File: config.mk
export PLATFORM = sky130hd
export DESIGN_NAME = smie_ctrl
export DESIGN_NICKNAME = d
export VERILOG_FILES = /design/src/rtl/smie_pkg.sv /design/src/rtl/smie_ctrl.sv
export SDC_FILE = /design/constraint.sdc
export NUM_CORES = 1
export LEC_CHECK = 0
export BUFFER_PORTS_ARGS = -buffer_cell sky130_fd_sc_hd__buf_2
export CAP_MARGIN = 30
export CORE_MARGIN = 5
export CORE_UTILIZATION = 40
export DETAILED_ROUTE_END_ITERATION = 6
export PLACE_DENSITY = 0.6
export SLEW_MARGIN = 10
export SYNTH_ARGS = -nofsm -noshare
export SYNTH_HDL_FRONTEND = slang
export SYNTH_SLANG_ARGS = --single-unit
export TNS_END_PERCENT = 30
File: constraint.sdc
create_clock -name clk -period 2.35 [get_ports clk]
set_input_delay 0.235 -clock clk [delete_from_list [all_inputs] [get_ports clk]]
set_output_delay 0.235 -clock clk [all_outputs]
set_load 0.005 [all_outputs]
File: src/rtl/smie_pkg.sv
// shared types and constants of the stack machine instruction executor
// used by smie_ctrl, smie_dp and the top level; no dependencies
`default_nettype none
package smie_pkg;

  localparam int ADDR_W = 16;
  localparam int FRAME_WORDS = 3;

  typedef enum logic [3:0] {
    OPC_LOAD   = 4'd0,
    OPC_LOADA  = 4'd1,
    OPC_LOADI  = 4'd2,
    OPC_LOADL  = 4'd3,
    OPC_STORE  = 4'd4,
    OPC_STOREI = 4'd5,
    OPC_CALL   = 4'd6,
    OPC_CALLI  = 4'd7,
    OPC_RETURN = 4'd8,
    OPC_UNUSED = 4'd9,
    OPC_PUSH   = 4'd10,
    OPC_POP    = 4'd11,
    OPC_JUMP   = 4'd12,
    OPC_JUMPI  = 4'd13,
    OPC_JUMPIF = 4'd14,
    OPC_HALT   = 4'd15
  } opcode_t;

  localparam logic [3:0] REG_CB = 4'd0;
  localparam logic [3:0] REG_CT = 4'd1;
  localparam logic [3:0] REG_PB = 4'd2;
  localparam logic [3:0] REG_PT = 4'd3;
  localparam logic [3:0] REG_SB = 4'd4;
  localparam logic [3:0] REG_ST = 4'd5;
  localparam logic [3:0] REG_HB = 4'd6;
  localparam logic [3:0] REG_HT = 4'd7;
  localparam logic [3:0] REG_LB = 4'd8;
  localparam logic [3:0] REG_CP = 4'd15;

  typedef enum logic [2:0] {
    STAT_OK    = 3'd0,
    STAT_OVER  = 3'd1,
    STAT_UNDER = 3'd2,
    STAT_DATA  = 3'd3,
    STAT_CODE  = 3'd4,
    STAT_BADOP = 3'd5,
    STAT_PRIM  = 3'd6
  } status_t;

  typedef enum logic [4:0] {
    OP_NONE,
    OP_CLEAR,
    OP_ACCEPT,
    OP_POP1,
    OP_POPN,
    OP_DROP,
    OP_RETMIN,
    OP_VA_RD,
    OP_VB_RD,
    OP_WALK_START,
    OP_WALK_READ,
    OP_WALK_NEXT,
    OP_VA_WALK,
    OP_VB_WALK,
    OP_LOAD_READ,
    OP_LOAD_WRITE,
    OP_STORE_READ,
    OP_STORE_WRITE,
    OP_MOVE_READ,
    OP_MOVE_WRITE,
    OP_PUSH,
    OP_ENTER,
    OP_RD_LB1,
    OP_RD_LB2,
    OP_RET_DONE,
    OP_JUMP,
    OP_PUSHST
  } dp_op_t;

  typedef enum logic [1:0] {
    VAL_DRAW,
    VAL_VA,
    VAL_VB,
    VAL_LB
  } val_sel_t;

  typedef struct packed {
    dp_op_t   op;
    logic     walk_n;
    val_sel_t push_sel;
    logic     fin;
    status_t  fin_status;
    logic     fin_halt;
  } cmd_t;

  typedef struct packed {
    opcode_t op;
    logic    stopped;
    logic    fetch_bad;
    logic    prim;
    logic    st_zero;
    logic    st_full;
    logic    popn_under;
    logic    drop_under;
    logic    wcnt_zero;
    logic    i_done;
    logic    load_bad;
    logic    store_bad;
    logic    va_code_bad;
    logic    vb_code_bad;
    logic    va_eq_n;
    logic    nt_neg;
    logic    nt_over;
    logic    clr_last;
  } flags_t;

endpackage
`default_nettype wire

File: src/rtl/smie_ctrl.sv
// controller: sequences each instruction as datapath commands
// depends on smie_pkg; reads status flags from smie_dp
`default_nettype none
module smie_ctrl (
  input  wire logic             clk,
  input  wire logic             rst,
  input  wire logic             start,
  input  wire smie_pkg::flags_t flags,
  output smie_pkg::cmd_t        cmd,
  output logic                  busy
);

  typedef enum logic [27:0] {
    S_CLEAR      = 28'h0000001,
    S_IDLE       = 28'h0000002,
    S_DECODE     = 28'h0000004,
    S_WALK       = 28'h0000008,
    S_WALK_WAIT  = 28'h0000010,
    S_POP_A      = 28'h0000020,
    S_POP_A_WAIT = 28'h0000040,
    S_POP_B      = 28'h0000080,
    S_POP_B_WAIT = 28'h0000100,
    S_CMP        = 28'h0000200,
    S_JUMP       = 28'h0000400,
    S_LOAD       = 28'h0000800,
    S_LOAD_WR    = 28'h0001000,
    S_STORE      = 28'h0002000,
    S_STORE_WR   = 28'h0004000,
    S_POPN       = 28'h0008000,
    S_DROP       = 28'h0010000,
    S_MOVE       = 28'h0020000,
    S_MOVE_WR    = 28'h0040000,
    S_RET_RD1    = 28'h0080000,
    S_RET_RD2    = 28'h0100000,
    S_RET_RA     = 28'h0200000,
    S_RET_CHK    = 28'h0400000,
    S_PUSH_VA    = 28'h0800000,
    S_CALL_CHK   = 28'h1000000,
    S_PUSH_VB    = 28'h2000000,
    S_PUSH_LB    = 28'h4000000,
    S_ENTER      = 28'h8000000
  } state_t;

  state_t state, state_next;
  logic   walk2, walk2_next;

  assign busy = state != S_IDLE;

  always_comb begin
    state_next = state;
    walk2_next = walk2;
    cmd.op = smie_pkg::OP_NONE;
    cmd.walk_n = 1'b0;
    cmd.push_sel = smie_pkg::VAL_DRAW;
    cmd.fin = 1'b0;
    cmd.fin_status = smie_pkg::STAT_OK;
    cmd.fin_halt = 1'b0;
    case (state)
      S_CLEAR: begin
        cmd.op = smie_pkg::OP_CLEAR;
        if (flags.clr_last) state_next = S_IDLE;
      end
      S_IDLE: begin
        if (start) begin
          cmd.op = smie_pkg::OP_ACCEPT;
          state_next = S_DECODE;
        end
      end
      S_DECODE: begin
        walk2_next = 1'b0;
        state_next = S_IDLE;
        if (flags.stopped) begin
          cmd.fin = 1'b1;
        end else if (flags.fetch_bad) begin
          cmd.fin = 1'b1;
          cmd.fin_status = smie_pkg::STAT_CODE;
        end else begin
          case (flags.op)
            smie_pkg::OPC_LOAD, smie_pkg::OPC_LOADA, smie_pkg::OPC_JUMP: begin
              cmd.op = smie_pkg::OP_WALK_START;
              state_next = S_WALK;
            end
            smie_pkg::OPC_CALL: begin
              if (flags.prim) begin
                cmd.fin = 1'b1;
                cmd.fin_status = smie_pkg::STAT_PRIM;
              end else begin
                cmd.op = smie_pkg::OP_WALK_START;
                state_next = S_WALK;
              end
            end
            smie_pkg::OPC_LOADI, smie_pkg::OPC_STOREI, smie_pkg::OPC_CALLI,
            smie_pkg::OPC_JUMPI, smie_pkg::OPC_JUMPIF: state_next = S_POP_A;
            smie_pkg::OPC_STORE, smie_pkg::OPC_POP, smie_pkg::OPC_RETURN: state_next = S_POPN;
            smie_pkg::OPC_LOADL: begin
              cmd.fin = 1'b1;
              if (flags.st_full) begin
                cmd.fin_status = smie_pkg::STAT_OVER;
              end else begin
                cmd.op = smie_pkg::OP_PUSH;
              end
            end
            smie_pkg::OPC_PUSH: begin
              cmd.fin = 1'b1;
              if (flags.nt_neg) begin
                cmd.fin_status = smie_pkg::STAT_UNDER;
              end else if (flags.nt_over) begin
                cmd.fin_status = smie_pkg::STAT_OVER;
              end else begin
                cmd.op = smie_pkg::OP_PUSHST;
              end
            end
            smie_pkg::OPC_HALT: begin
              cmd.fin = 1'b1;
              cmd.fin_halt = 1'b1;
            end
            default: begin
              cmd.fin = 1'b1;
              cmd.fin_status = smie_pkg::STAT_BADOP;
            end
          endcase
        end
      end
      S_WALK: begin
        if (!flags.wcnt_zero) begin
          cmd.op = smie_pkg::OP_WALK_READ;
          state_next = S_WALK_WAIT;
        end else begin
          cmd.op = smie_pkg::OP_VA_WALK;
          case (flags.op)
            smie_pkg::OPC_LOAD:  state_next = S_LOAD;
            smie_pkg::OPC_LOADA: state_next = S_PUSH_VA;
            smie_pkg::OPC_STORE: state_next = S_STORE;
            smie_pkg::OPC_CALL: begin
              if (walk2) begin
                cmd.op = smie_pkg::OP_VB_WALK;
                state_next = S_PUSH_VB;
              end else begin
                state_next = S_CALL_CHK;
              end
            end
            smie_pkg::OPC_JUMP, smie_pkg::OPC_JUMPIF: state_next = S_JUMP;
            default: begin
              cmd.fin = 1'b1;
              cmd.fin_status = smie_pkg::STAT_BADOP;
              state_next = S_IDLE;
            end
          endcase
        end
      end
      S_WALK_WAIT: begin
        cmd.op = smie_pkg::OP_WALK_NEXT;
        state_next = S_WALK;
      end
      S_POP_A, S_POP_B: begin
        if (flags.st_zero) begin
          cmd.fin = 1'b1;
          cmd.fin_status = smie_pkg::STAT_UNDER;
          state_next = S_IDLE;
        end else begin
          cmd.op = smie_pkg::OP_POP1;
          state_next = (state == S_POP_A) ? S_POP_A_WAIT : S_POP_B_WAIT;
        end
      end
      S_POP_A_WAIT: begin
        cmd.op = smie_pkg::OP_VA_RD;
        case (flags.op)
          smie_pkg::OPC_LOADI:  state_next = S_LOAD;
          smie_pkg::OPC_STOREI: state_next = S_POPN;
          smie_pkg::OPC_CALLI:  state_next = S_POP_B;
          smie_pkg::OPC_JUMPI:  state_next = S_JUMP;
          default:              state_next = S_CMP;
        endcase
      end
      S_POP_B_WAIT: begin
        cmd.op = smie_pkg::OP_VB_RD;
        state_next = S_CALL_CHK;
      end
      S_CMP: begin
        if (flags.va_eq_n) begin
          cmd.op = smie_pkg::OP_WALK_START;
          state_next = S_WALK;
        end else begin
          cmd.fin = 1'b1;
          state_next = S_IDLE;
        end
      end
      S_JUMP: begin
        cmd.fin = 1'b1;
        state_next = S_IDLE;
        if (flags.va_code_bad) begin
          cmd.fin_status = smie_pkg::STAT_CODE;
        end else begin
          cmd.op = smie_pkg::OP_JUMP;
        end
      end
      S_LOAD: begin
        if (flags.i_done) begin
          cmd.fin = 1'b1;
          state_next = S_IDLE;
        end else if (flags.load_bad) begin
          cmd.fin = 1'b1;
          cmd.fin_status = smie_pkg::STAT_DATA;
          state_next = S_IDLE;
        end else if (flags.st_full) begin
          cmd.fin = 1'b1;
          cmd.fin_status = smie_pkg::STAT_OVER;
          state_next = S_IDLE;
        end else begin
          cmd.op = smie_pkg::OP_LOAD_READ;
          state_next = S_LOAD_WR;
        end
      end
      S_LOAD_WR: begin
        cmd.op = smie_pkg::OP_LOAD_WRITE;
        state_next = S_LOAD;
      end
      S_STORE: begin
        if (flags.i_done) begin
          cmd.fin = 1'b1;
          state_next = S_IDLE;
        end else if (flags.store_bad) begin
          cmd.fin = 1'b1;
          cmd.fin_status = smie_pkg::STAT_DATA;
          state_next = S_IDLE;
        end else begin
          cmd.op = smie_pkg::OP_STORE_READ;
          state_next = S_STORE_WR;
        end
      end
      S_STORE_WR: begin
        cmd.op = smie_pkg::OP_STORE_WRITE;
        state_next = S_STORE;
      end
      S_POPN: begin
        cmd.op = smie_pkg::OP_POPN;
        if (flags.popn_under) begin
          cmd.fin = 1'b1;
          cmd.fin_status = smie_pkg::STAT_UNDER;
          state_next = S_IDLE;
        end else begin
          case (flags.op)
            smie_pkg::OPC_STORE:  state_next = S_CMP;
            smie_pkg::OPC_STOREI: state_next = S_STORE;
            smie_pkg::OPC_POP:    state_next = S_DROP;
            default:              state_next = S_RET_RD1;
          endcase
          // store: start the base register walk once the stack top has settled
          if (flags.op == smie_pkg::OPC_STORE) state_next = S_PUSH_VA;
        end
      end
      S_DROP: begin
        cmd.op = smie_pkg::OP_DROP;
        if (flags.drop_under) begin
          cmd.fin = 1'b1;
          cmd.fin_status = smie_pkg::STAT_UNDER;
          state_next = S_IDLE;
        end else begin
          state_next = S_MOVE;
        end
      end
      S_MOVE: begin
        if (flags.i_done) begin
          cmd.fin = 1'b1;
          state_next = S_IDLE;
          if (flags.op == smie_pkg::OPC_RETURN) cmd.op = smie_pkg::OP_RET_DONE;
        end else begin
          cmd.op = smie_pkg::OP_MOVE_READ;
          state_next = S_MOVE_WR;
        end
      end
      S_MOVE_WR: begin
        cmd.op = smie_pkg::OP_MOVE_WRITE;
        state_next = S_MOVE;
      end
      S_RET_RD1: begin
        cmd.op = smie_pkg::OP_RD_LB1;
        state_next = S_RET_RD2;
      end
      S_RET_RD2: begin
        cmd.op = smie_pkg::OP_RD_LB2;
        state_next = S_RET_RA;
      end
      S_RET_RA: begin
        cmd.op = smie_pkg::OP_VB_RD;
        state_next = S_RET_CHK;
      end
      S_RET_CHK: begin
        if (flags.vb_code_bad) begin
          cmd.fin = 1'b1;
          cmd.fin_status = smie_pkg::STAT_CODE;
          state_next = S_IDLE;
        end else begin
          cmd.op = smie_pkg::OP_RETMIN;
          state_next = S_DROP;
        end
      end
      S_PUSH_VA: begin
        if (flags.op == smie_pkg::OPC_STORE) begin
          cmd.op = smie_pkg::OP_WALK_START;
          state_next = S_WALK;
        end else begin
          cmd.fin = 1'b1;
          state_next = S_IDLE;
          if (flags.st_full) begin
            cmd.fin_status = smie_pkg::STAT_OVER;
          end else begin
            cmd.op = smie_pkg::OP_PUSH;
            cmd.push_sel = smie_pkg::VAL_VA;
          end
        end
      end
      S_CALL_CHK: begin
        if (flags.va_code_bad) begin
          cmd.fin = 1'b1;
          cmd.fin_status = smie_pkg::STAT_CODE;
          state_next = S_IDLE;
        end else if (flags.op == smie_pkg::OPC_CALL) begin
          cmd.op = smie_pkg::OP_WALK_START;
          cmd.walk_n = 1'b1;
          walk2_next = 1'b1;
          state_next = S_WALK;
        end else begin
          state_next = S_PUSH_VB;
        end
      end
      S_PUSH_VB, S_PUSH_LB: begin
        if (flags.st_full) begin
          cmd.fin = 1'b1;
          cmd.fin_status = smie_pkg::STAT_OVER;
          state_next = S_IDLE;
        end else begin
          cmd.op = smie_pkg::OP_PUSH;
          cmd.push_sel = (state == S_PUSH_VB) ? smie_pkg::VAL_VB : smie_pkg::VAL_LB;
          state_next = (state == S_PUSH_VB) ? S_PUSH_LB : S_ENTER;
        end
      end
      S_ENTER: begin
        cmd.fin = 1'b1;
        state_next = S_IDLE;
        if (flags.st_full) begin
          cmd.fin_status = smie_pkg::STAT_OVER;
        end else begin
          cmd.op = smie_pkg::OP_ENTER;
        end
      end
      default: state_next = S_IDLE;
    endcase
  end

  always_ff @(posedge clk) begin
    if (rst) begin
      state <= S_CLEAR;
      walk2 <= 1'b0;
    end else begin
      state <= state_next;
      walk2 <= walk2_next;
    end
  end

  a_fin_idle: assert property (@(posedge clk) disable iff (rst) cmd.fin |=> state == S_IDLE)
    else $error("instruction finished without returning to idle");
  a_clear_no_accept: assert property (@(posedge clk) disable iff (rst)
    state == S_CLEAR |-> cmd.op == smie_pkg::OP_CLEAR && !cmd.fin)
    else $error("activity during store clearing");
  a_accept_decode: assert property (@(posedge clk) disable iff (rst)
    state == S_IDLE && start |=> state == S_DECODE)
    else $error("accepted instruction not decoded");

endmodule
`default_nettype wire

==> flow_metrics.tcl, run 1 <==
set metrics [dict create \
    status "finished, violations left" \
    violations "setup timing" \
    fin_crit_sh_pct 116.8 \
    vias 3659 \
    cts_sinks 29 \
    max-cap-violations 0 \
    cts_buffer_depth 2 \
    crit_type "reg -> out" \
    layout-drive-gt1-share_pct 54.69 \
    post_drt_wl_per_cell_um 21.72 \
    synth-edff-count 0 \
    syn_inst 342 \
    hp-class "in -> reg" \
    hold_viol 0 \
    root_buffer "clkbuf_8" \
    cts-buffers-inserted 5 \
    required_ps 2120 \
    p_leak_nw 1.855 \
    io_pins 38 \
    coreArea_um2 6422 \
    fp.dieW_um 91.72 \
    slew_headroom_pct 61.10 \
    drt_iter0_drc 455 \
    grt_pass1_wl_mm 18.07 \
    synth-main-ff-cell "dfxtp_1" \
    final_cell_mix "105 x buf_4, 34 x buf_2, 30 x nor2_1" \
    vias_per_cell 6.453 \
    gp_congestion 1.082 \
    setup_viol 13 \
    finalClockSkew_ps 7.076 \
    report.final.slew_viol_count 0 \
    ys_warn_count 0 \
    async_reset_ff_share_pct 0 \
    max_freq_mhz 364.3 \
    start_kind "flip-flop" \
    cts_tree "yes" \
    grt_util_all_layers_pct 27.37 \
    final_util_pct 68.13 \
    grt_overflow 0 \
    portBuffers 37 \
    dp_hpwl_mm 8.794 \
    worst_slew_pin_slew_ps 583.5 \
    yosys.cell_types.count 63 \
    antenna_found_initial 0 \
    critPathArrivalTime_ps 2510 \
    synth_seq_cells 29 \
    max-vdd-ir-drop_mv 0.3245 \
    endpoint_kind "output pin" \
    holdWs_ps 149.3 \
    grt_pass1_vias 3414 \
    avgSynthCellArea_um2 7.811 \
    syn_to_final_growth_pct 63.79 \
    num_rows 29 \
    dp_worst_setup_slack_ps -145.1 \
    synth_fp_nets 366 \
    totalWireLength_mm 12.32 \
    syn_area_um2 2671 \
    die_h_um 91.72 \
    power_density_nw_per_um2 308.9 \
    dr.pass1.iters 5 \
    htree_levels 2 \
    layout.nets 513 \
    route.detailed.drc 0 \
    fin_ws_ps -394.9 \
    clock_latency_ps 290 \
    ant_nets 0 \
    path_max_fanout 4 \
    dieArea_um2 8413 \
    n_antenna_cell 0 \
    final_common_cell "buf_4" \
    rsz0062_at_grt "true" \
    grt_max_degree 24 \
    finalCriticalPeriod_ps 2745 \
    start_util_pct 41.59 \
    seq_area_frac_synth_pct 21.73 \
    path_clk_slew_ps 70 \
]
-- worst max-delay path, cell delays in order, from the launching register on --
cell and delay (ps):
dfxtp_2 350, or4b_2 690, or4_1 410, o211ai_1 110, a21oi_2 90, a2111oi_4 220, nand4_1 170, buf_2 180
-- per-stage QoR --
stage	setup TNS [ps]	power, mW	cell area, µm²	instances
floorplan	0	0.6283	2671	342
global placement	-1808	0.7272	3581	535
CTS	-1994	1.321	4115	558
global route	-3696	1.389	4375	567
detailed placement	-1360	0.7291	3581	535
finish	-2696	1.352	4375	567
-- routing by layer --
metal / GRT usage (%) / up-vias / part of all wire, %
met5: 0 / - / 0
li1: - / 1626 / -
met1: 34.28 / 1713 / 38
met3: 4.992 / 66 / 9.5
met4: 14.23 / 0 / 5.6
met2: 44.80 / 254 / 47
-- state kept, by name (all words and copies together) (netlist names) --
signal / flops
walk2: 1
state: 28
-- worst paths after layout --
kind         depth (start not counted)  endpoint       from  slack [ps]
min reg2reg                          2     walk2      walk2         500
min                                  2  state[8]  flags[13]         150
max                                  7    cmd[4]  state[12]        -390
max reg2reg                          9  state[1]  state[13]         -50
-- repair_timing --
action                                  4_1_cts  5_1_grt
resized for setup                            80       39
pin swaps                                    28       28
endpoints found under the setup margin       22       17
buffers inserted                             15        9
gates cloned                                  1        0
hold buffers                                  0        0
-- cell type report --
type / count / area [µm²]
multi-input combinational: 283 / 2310
fill: 487 / 2047
timing repair buffer: 158 / 1172
sequential: 29 / 631.9
tap: 77 / 96.34
clock buffer: 6 / 82.58
inverter: 12 / 45.04
clock inverter: 2 / 37.54
-- report_power, final --
| part | leakage (nW) | switching (mW) | internal [mW] |
|---|---|---|---|
| Clock | 0.0574 | 0.229 | 0.345 |
| Combinational | 1.55 | 0.159 | 0.122 |
| Sequential | 0.249 | 0.00875 | 0.488 |
| Total | 1.85 | 0.397 | 0.955 |
-- kinds of logic after synthesis --
| group | Yosys count | share of synthesized area [%] |
|---|---|---|
| AOI/OAI and AO/OA | 63 | 17.38 |
| xor gates and xnor gates | 5 | 1.639 |
| buffers and inverters | 31 | 5.714 |
| and+or+nand+nor | 211 | 52.37 |
| DFF | 29 | 21.73 |
| muxes | 3 | 1.171 |
-- synth_stat cells (2+ instances only) --
| cell type | n | area (µm²) |
|---|---|---|
| a221oi_1 | 4 | 35.03 |
| a32oi_1 | 3 | 26.28 |
| and4b_1 | 4 | 40.04 |
| nand2_1 | 24 | 90.09 |
| and2_1 | 2 | 12.51 |
| and3_1 | 4 | 25.02 |
| a22oi_1 | 3 | 22.52 |
| o22ai_1 | 2 | 12.51 |
| nor4_2 | 6 | 75.07 |
| inv_1 | 12 | 45.04 |
| nor4_4 | 7 | 148.9 |
| a2111o_1 | 2 | 22.52 |
| mux2i_1 | 2 | 20.02 |
| nor2_1 | 34 | 127.6 |
| o32ai_1 | 4 | 35.03 |
| or4_1 | 8 | 60.06 |
| dfxtp_1 | 29 | 580.6 |
| nand3_2 | 3 | 30.03 |
| xnor2_1 | 5 | 43.79 |
| a21oi_1 | 16 | 80.08 |
| or3_1 | 9 | 56.30 |
| nand3b_1 | 5 | 37.54 |
| nand2_4 | 2 | 22.52 |
| buf_6 | 3 | 33.78 |
| nor4b_1 | 8 | 70.07 |
| nor3b_1 | 4 | 30.03 |
| and4_1 | 5 | 43.79 |
| nor3_1 | 23 | 115.1 |
| a31oi_1 | 6 | 37.54 |
| nor4_1 | 12 | 75.07 |
| o211ai_1 | 3 | 22.52 |
| o21ai_0 | 7 | 35.03 |
| nand2b_1 | 8 | 50.05 |
| buf_2 | 8 | 40.04 |
| clkbuf_1 | 6 | 22.52 |
| nand4_1 | 8 | 50.05 |
| nand4b_1 | 6 | 52.55 |
| nor2b_1 | 10 | 62.56 |
| nand3_1 | 11 | 55.05 |
(Power assumes the default switching activity.)
==> inputs of run 2 (changes only) <==
--- a/config.mk
+++ b/config.mk
@@ -5,6 +5,7 @@
 export SDC_FILE = /design/constraint.sdc
 export NUM_CORES = 1
 export LEC_CHECK = 0
+export ABC_AREA = 1
 export BUFFER_PORTS_ARGS = -buffer_cell sky130_fd_sc_hd__buf_2
 export CAP_MARGIN = 30
 export CORE_MARGIN = 5
==> flow_metrics.tcl, run 2 <==
set metrics [dict create \
    layout-drive-gt1-share_pct 23.33 \
    num_rows 29 \
    synth-main-ff-cell "dfxtp_1" \
    grt_pass1_wl_mm 14.33 \
    htree_levels 2 \
    muxShareOfSynthArea_pct 0 \
    critPathArrivalTime_ps 2020 \
    fin_ws_ps 94.06 \
    max_freq_mhz 443.3 \
    holdWs_ps 198.0 \
    io_pins 38 \
    fp.dieW_um 91.09 \
    required_ps 2120 \
    clock_latency_ps 280 \
    hp-class "in -> reg" \
    synth_top_area_share_pct 22.07 \
    synth.area.top_cells "dfxtp_1 22%, nand2_1 18%, nor2_1 16%, inv_1 10%, nand3_1 8.2%" \
    syn_area_um2 2630 \
    final_common_cell "nand2_1" \
    cts_sinks 29 \
    synth_seq_cells 29 \
    dp_hpwl_mm 7.185 \
    grt_overflow 0 \
    place_inst 591 \
    synth_top_cell_by_area "dfxtp_1" \
    max-vdd-ir-drop_mv 0.1700 \
    syn_to_final_growth_pct 23.69 \
    worst_slew_pin_slew_ps 577.5 \
    die_h_um 91.09 \
    power_density_nw_per_um2 327.4 \
    antenna_found_initial 0 \
    finalClockSkew_ps 2.696 \
    dr.pass1.iters 5 \
    ant_nets 0 \
    dieArea_um2 8296 \
    synth.most_common_cell "nand2_1" \
    start_util_pct 41.18 \
    post_drt_wl_per_cell_um 14.55 \
    setup_viol 0 \
    r2r_slack_ps 370 \
    final_cells 617 \
    r2r_end "state[3]" \
    crit_start "state[4]" \
    grt_pass1_vias 3033 \
    coreArea_um2 6386 \
    totalWireLength_mm 8.977 \
    ys_warn_count 0 \
    crit_type "reg -> out" \
    final_cell_mix "117 x nand2_1, 97 x nor2_1, 66 x inv_1" \
    start_kind "flip-flop" \
    synth-compound-area-share_pct 7.517 \
    cts-buffers-inserted 5 \
    syn_inst 481 \
    top_regs "state: 28 flops, walk2: 1 flops" \
    avgSynthCellArea_um2 5.468 \
    grt_util_all_layers_pct 21.04 \
    vias_per_cell 5.250 \
    route.detailed.drc 0 \
    yosys.cell_types.count 34 \
    p_leak_nw 1.657 \
    path_max_fanout 6 \
    synthXorXnorAreaFrac_pct 0 \
    critical_path.endpoint "cmd[11]" \
    largest_register_ffs 28 \
    n_antenna_cell 0 \
    gp_congestion 1.024 \
    finalCriticalPeriod_ps 2256 \
    rsz0062_at_grt "true" \
    slew_headroom_pct 61.50 \
    root_buffer "clkbuf_8" \
    grt_max_degree 27 \
    cts_buffer_depth 2 \
    r2r_cells 11 \
    cts_tree "yes" \
    seq_area_frac_synth_pct 22.07 \
    synth-simple-area-share_pct 58.37 \
    r2r-start "state[4]" \
    layout.nets 563 \
    path_clk_slew_ps 60 \
    async_reset_ff_share_pct 0 \
    fin_crit_sh_pct 96.00 \
    max-cap-violations 0 \
    final_util_pct 50.94 \
    top_register "state" \
    synth_top_family_by_area "simple AND/OR/NAND/NOR gates" \
    vias 3239 \
    fin_setup_tns_ps 0 \
    dp_worst_setup_slack_ps 198.0 \
    status "finished, final reports clean" \
    drt_iter0_drc 223 \
    report.final.slew_viol_count 0 \
    hold_viol 0 \
    yosys-top-cells-count "125 x nand2_1, 110 x nor2_1, 70 x inv_1" \
    synth-edff-count 0 \
    synth_fa_ha_area_share_pct 0 \
    portBuffers 37 \
    synth_fp_nets 505 \
    n_fill_cell 705 \
    endpoint_kind "output pin" \
]
## run 2: cell count changes in the layout (fill, tap and decap cells not counted), sizes merged, moves of 7 or more
cell,previous run,this run
nand2,28,135
nor4b,8,0
nand2b,8,0
nor3,24,17
inv,12,74
or3,10,0
nor2,34,124
nor2b,10,0
nand3,14,44
nor4,25,4
or4,8,0
buf,158,56
## run 2: what timing repair did
action,in CTS,in global routing
hold buffers,0,0
gates resized for setup,2,46
setup buffers,8,10
cloned,0,0
setup endpoints to repair,7,10
endpoints found under the hold margin,0,0
pin swaps,2,7
## run 2: logic make-up after synthesis
kind of cell | count (synthesis)
AO/OA/AOI/OAI | 32
buffers and inverters | 79
flip-flops | 29
AND/OR/NAND/NOR | 341
## run 2: final cells by class
cell class,count,area [µm²],share of cell area [%]
repair buffers,56,340.3,10.46
inverters,74,287.8,8.846
multi-input cells,373,1866,57.35
flip-flops and latches,29,583.1,17.92
clock buffers,8,80.08,2.462
well taps,77,96.34,2.962
## run 2: metal layers
| layer | vias to the layer above | wire length (µm) | track usage (%) |
|---|---|---|---|
| li1 | 1635 | - | - |
| met4 | 0 | 210 | 7.702 |
| met1 | 1453 | 4109 | 28.78 |
| met2 | 132 | 4031 | 32.93 |
| met5 | - | 0 | 0 |
| met3 | 19 | 626 | 3.802 |
## run 2: where the power goes
group	switching, mW	internal (mW)	leakage [nW]
combinational	0.121	0.0581	1.38
clock	0.178	0.210	0.0395
sequential	0.00330	0.496	0.235
total	0.302	0.763	1.66
## run 2: how the worst min path moves through the flow
stage	from	end	slack, ps	cells past startpoint
floorplan	flags[9]	state[4]	310	1
global placement	flags[9]	state[4]	490	2
detailed placement	flags[9]	state[4]	480	2
CTS	flags[9]	state[4]	190	2
global route	flags[9]	state[4]	190	2
finish	flags[9]	state[4]	200	2
## run 2: metrics by stage
stage | cell area, µm² | power [mW]
6_report | 3253 | 1.065
5_1_grt | 3253 | 1.112
4_1_cts | 3043 | 1.051
3_5_place_dp | 2885 | 0.6672
3_3_place_gp | 2885 | 0.6669
2_1_floorplan | 2630 | 0.6047
## run 2: critical path, cell delays in order (launching register included)
cell and delay (ps):
dfxtp_1 330, nor2_2 140, nand2_2 90, inv_2 110
nand2_4 100, nor2_4 210, buf_4 170, buf_4 100
nand2_1 50, o21ai_2 130, inv_1 80, nand4_1 90
buf_2 110
==> inputs of run 3 (changes only) <==
--- a/config.mk
+++ b/config.mk
@@ -9,9 +9,9 @@
 export BUFFER_PORTS_ARGS = -buffer_cell sky130_fd_sc_hd__buf_2
 export CAP_MARGIN = 30
 export CORE_MARGIN = 5
-export CORE_UTILIZATION = 40
+export CORE_UTILIZATION = 25
 export DETAILED_ROUTE_END_ITERATION = 6
-export PLACE_DENSITY = 0.6
+export PLACE_DENSITY = 0.39
 export SLEW_MARGIN = 10
 export SYNTH_ARGS = -nofsm -noshare
 export SYNTH_HDL_FRONTEND = slang
==> constraint.sdc (replaced) <==
create_clock -name clk -period 2.35 [get_ports clk]
set_input_delay 0.235 -clock clk [delete_from_list [all_inputs] [get_ports clk]]
set_output_delay 0.235 -clock clk [all_outputs]
set_load 0.1 [all_outputs]
==> flow_metrics.tcl, run 3 (synthesized netlist as in run 2, its figures left out) <==
set metrics [dict create \
    antenna_found_initial 0 \
    io_pins 38 \
    required_ps 2120 \
    cts_sinks 29 \
    worstHoldStart "flags[9]" \
    ant_nets 0 \
    max-vdd-ir-drop_mv 0.1724 \
    stdcell_area_um2 3999 \
    post_drt_wl_per_cell_um 15.16 \
    start_kind "flip-flop" \
    hold_viol 0 \
    layout-drive-gt1-share_pct 36.32 \
    violations "setup timing" \
    n_antenna_cell 0 \
    grt_overflow 0 \
    report.final.slew_viol_count 0 \
    start_util_pct 25.59 \
    dp_hpwl_mm 8.573 \
    path_clk_slew_ps 60 \
    vias_per_cell 4.720 \
    status "finished, violations left" \
    cts_tree "yes" \
    path_max_fanout 6 \
    crit_type "reg -> out" \
    num_rows 37 \
    portBuffers 37 \
    hp-class "in -> reg" \
    whs_path_depth 2 \
    dp_worst_setup_slack_ps 94.42 \
    slew_headroom_pct 60.33 \
    top_register "state" \
    clock_latency_ps 290 \
    worst_slew_pin_slew_ps 595.0 \
    largest_register_ffs 28 \
    place_inst 660 \
    dieArea_um2 12670 \
    final_cell_mix "105 x nand2_1, 90 x nor2_1, 62 x inv_1" \
    htree_levels 2 \
    syn_to_final_growth_pct 52.05 \
    rsz0062_at_grt "true" \
    max_freq_mhz 424.5 \
    grt_max_degree 27 \
    r2r_slack_ps 410 \
    setup_viol 1 \
    final_util_pct 38.91 \
    totalWireLength_mm 10.70 \
    min_to "state[4]" \
    fin_ws_ps -5.855 \
    dpl-instance-area_um2 3257 \
    grt_util_all_layers_pct 16.52 \
    dr.pass1.iters 5 \
    cts_buffer_depth 2 \
    r2r-start "state[15]" \
    fin_crit_sh_pct 100.2 \
    final_common_cell "nand2_1" \
    drt_iter0_drc 220 \
    max-cap-violations 0 \
    endpoint_kind "output pin" \
    layout.nets 593 \
    route.detailed.drc 0 \
    critPathArrivalTime_ps 2120 \
    cts-buffers-inserted 5 \
    vias 3332 \
    power_density_nw_per_um2 286.9 \
    p_leak_nw 1.915 \
    r2r_end "state[23]" \
    die_h_um 112.6 \
    r2r_cells 11 \
    finalCriticalPeriod_ps 2356 \
    fp.dieW_um 112.6 \
    gp_congestion 0.9260 \
    final_cells 706 \
    coreArea_um2 10280 \
    top_regs "state: 28 flops, walk2: 1 flops" \
    root_buffer "clkbuf_8" \
    grt_pass1_vias 3281 \
    grt_pass1_wl_mm 16.55 \
    finalClockSkew_ps 9.667 \
]
[run 3: timing repair]
item                                    CTS  global route
endpoints found under the setup margin   11            10
gates resized for setup                  51            63
buffers inserted                         24            14
pin swaps                                21            33
hold buffers                              0             0
[run 3: layout make-up]
class / instances / area (µm²)
inverter: 74 / 295.3
sequential: 29 / 608.1
clock inverter: 2 / 10.01
clock buffer: 6 / 72.57
fill: 1159 / 6279
timing repair buffer: 86 / 785.8
multi-input combinational: 373 / 2057
tap: 136 / 170.2
[run 3: where the power goes]
group	internal, mW	leakage (nW)	total (mW)	switching, mW
sequential	0.492	0.243	0.495	0.00346
clock	0.205	0.0450	0.415	0.210
combinational	0.0722	1.63	0.237	0.165
[run 3: stage by stage]
stage,power (mW),TNS [ps],hold slack [ps]
floorplan,0.6373,-1042,314.3
global placement,0.7241,0,469.5
detailed placement,0.7227,0,480.2
CTS,1.147,-61.41,186.3
global route,1.190,-631.1,190.2
finish,1.147,-5.855,187.7
[run 3: worst max-delay path, stage by stage (launching register included)]
cell and delay [ps]:
dfxtp_2 340, nor2_2 140, nand2_4 90, inv_4 70
nand2_4 100, nor2_2 170, nand2_4 100, nor2_4 190
nand2_2 100, nand3_1 110, inv_1 50, nand4_1 170
buf_12 200
[run 3: routing by layer]
layer / share of wire, % / track usage, % / wire length, µm / up-vias
met5: 0 / 0 / 0 / -
met4: 2.8 / 5.769 / 298 / 0
met3: 4.0 / 2.480 / 426 / 17
met2: 46 / 27.17 / 4899 / 75
met1: 47 / 21.93 / 5076 / 1541
li1: - / - / - / 1699
[run 3: how the worst max path moves through the flow]
stage / slack [ps] / depth (start not counted) / startpoint / end
finish: -6 / 12 / state[15] / cmd[4]
global route: -120 / 12 / state[15] / cmd[4]
floorplan: -500 / 8 / state[24] / cmd[2]
CTS: -20 / 10 / state[2] / cmd[12]
global placement: 60 / 11 / state[10] / cmd[11]
detailed placement: 90 / 14 / state[24] / cmd[12]
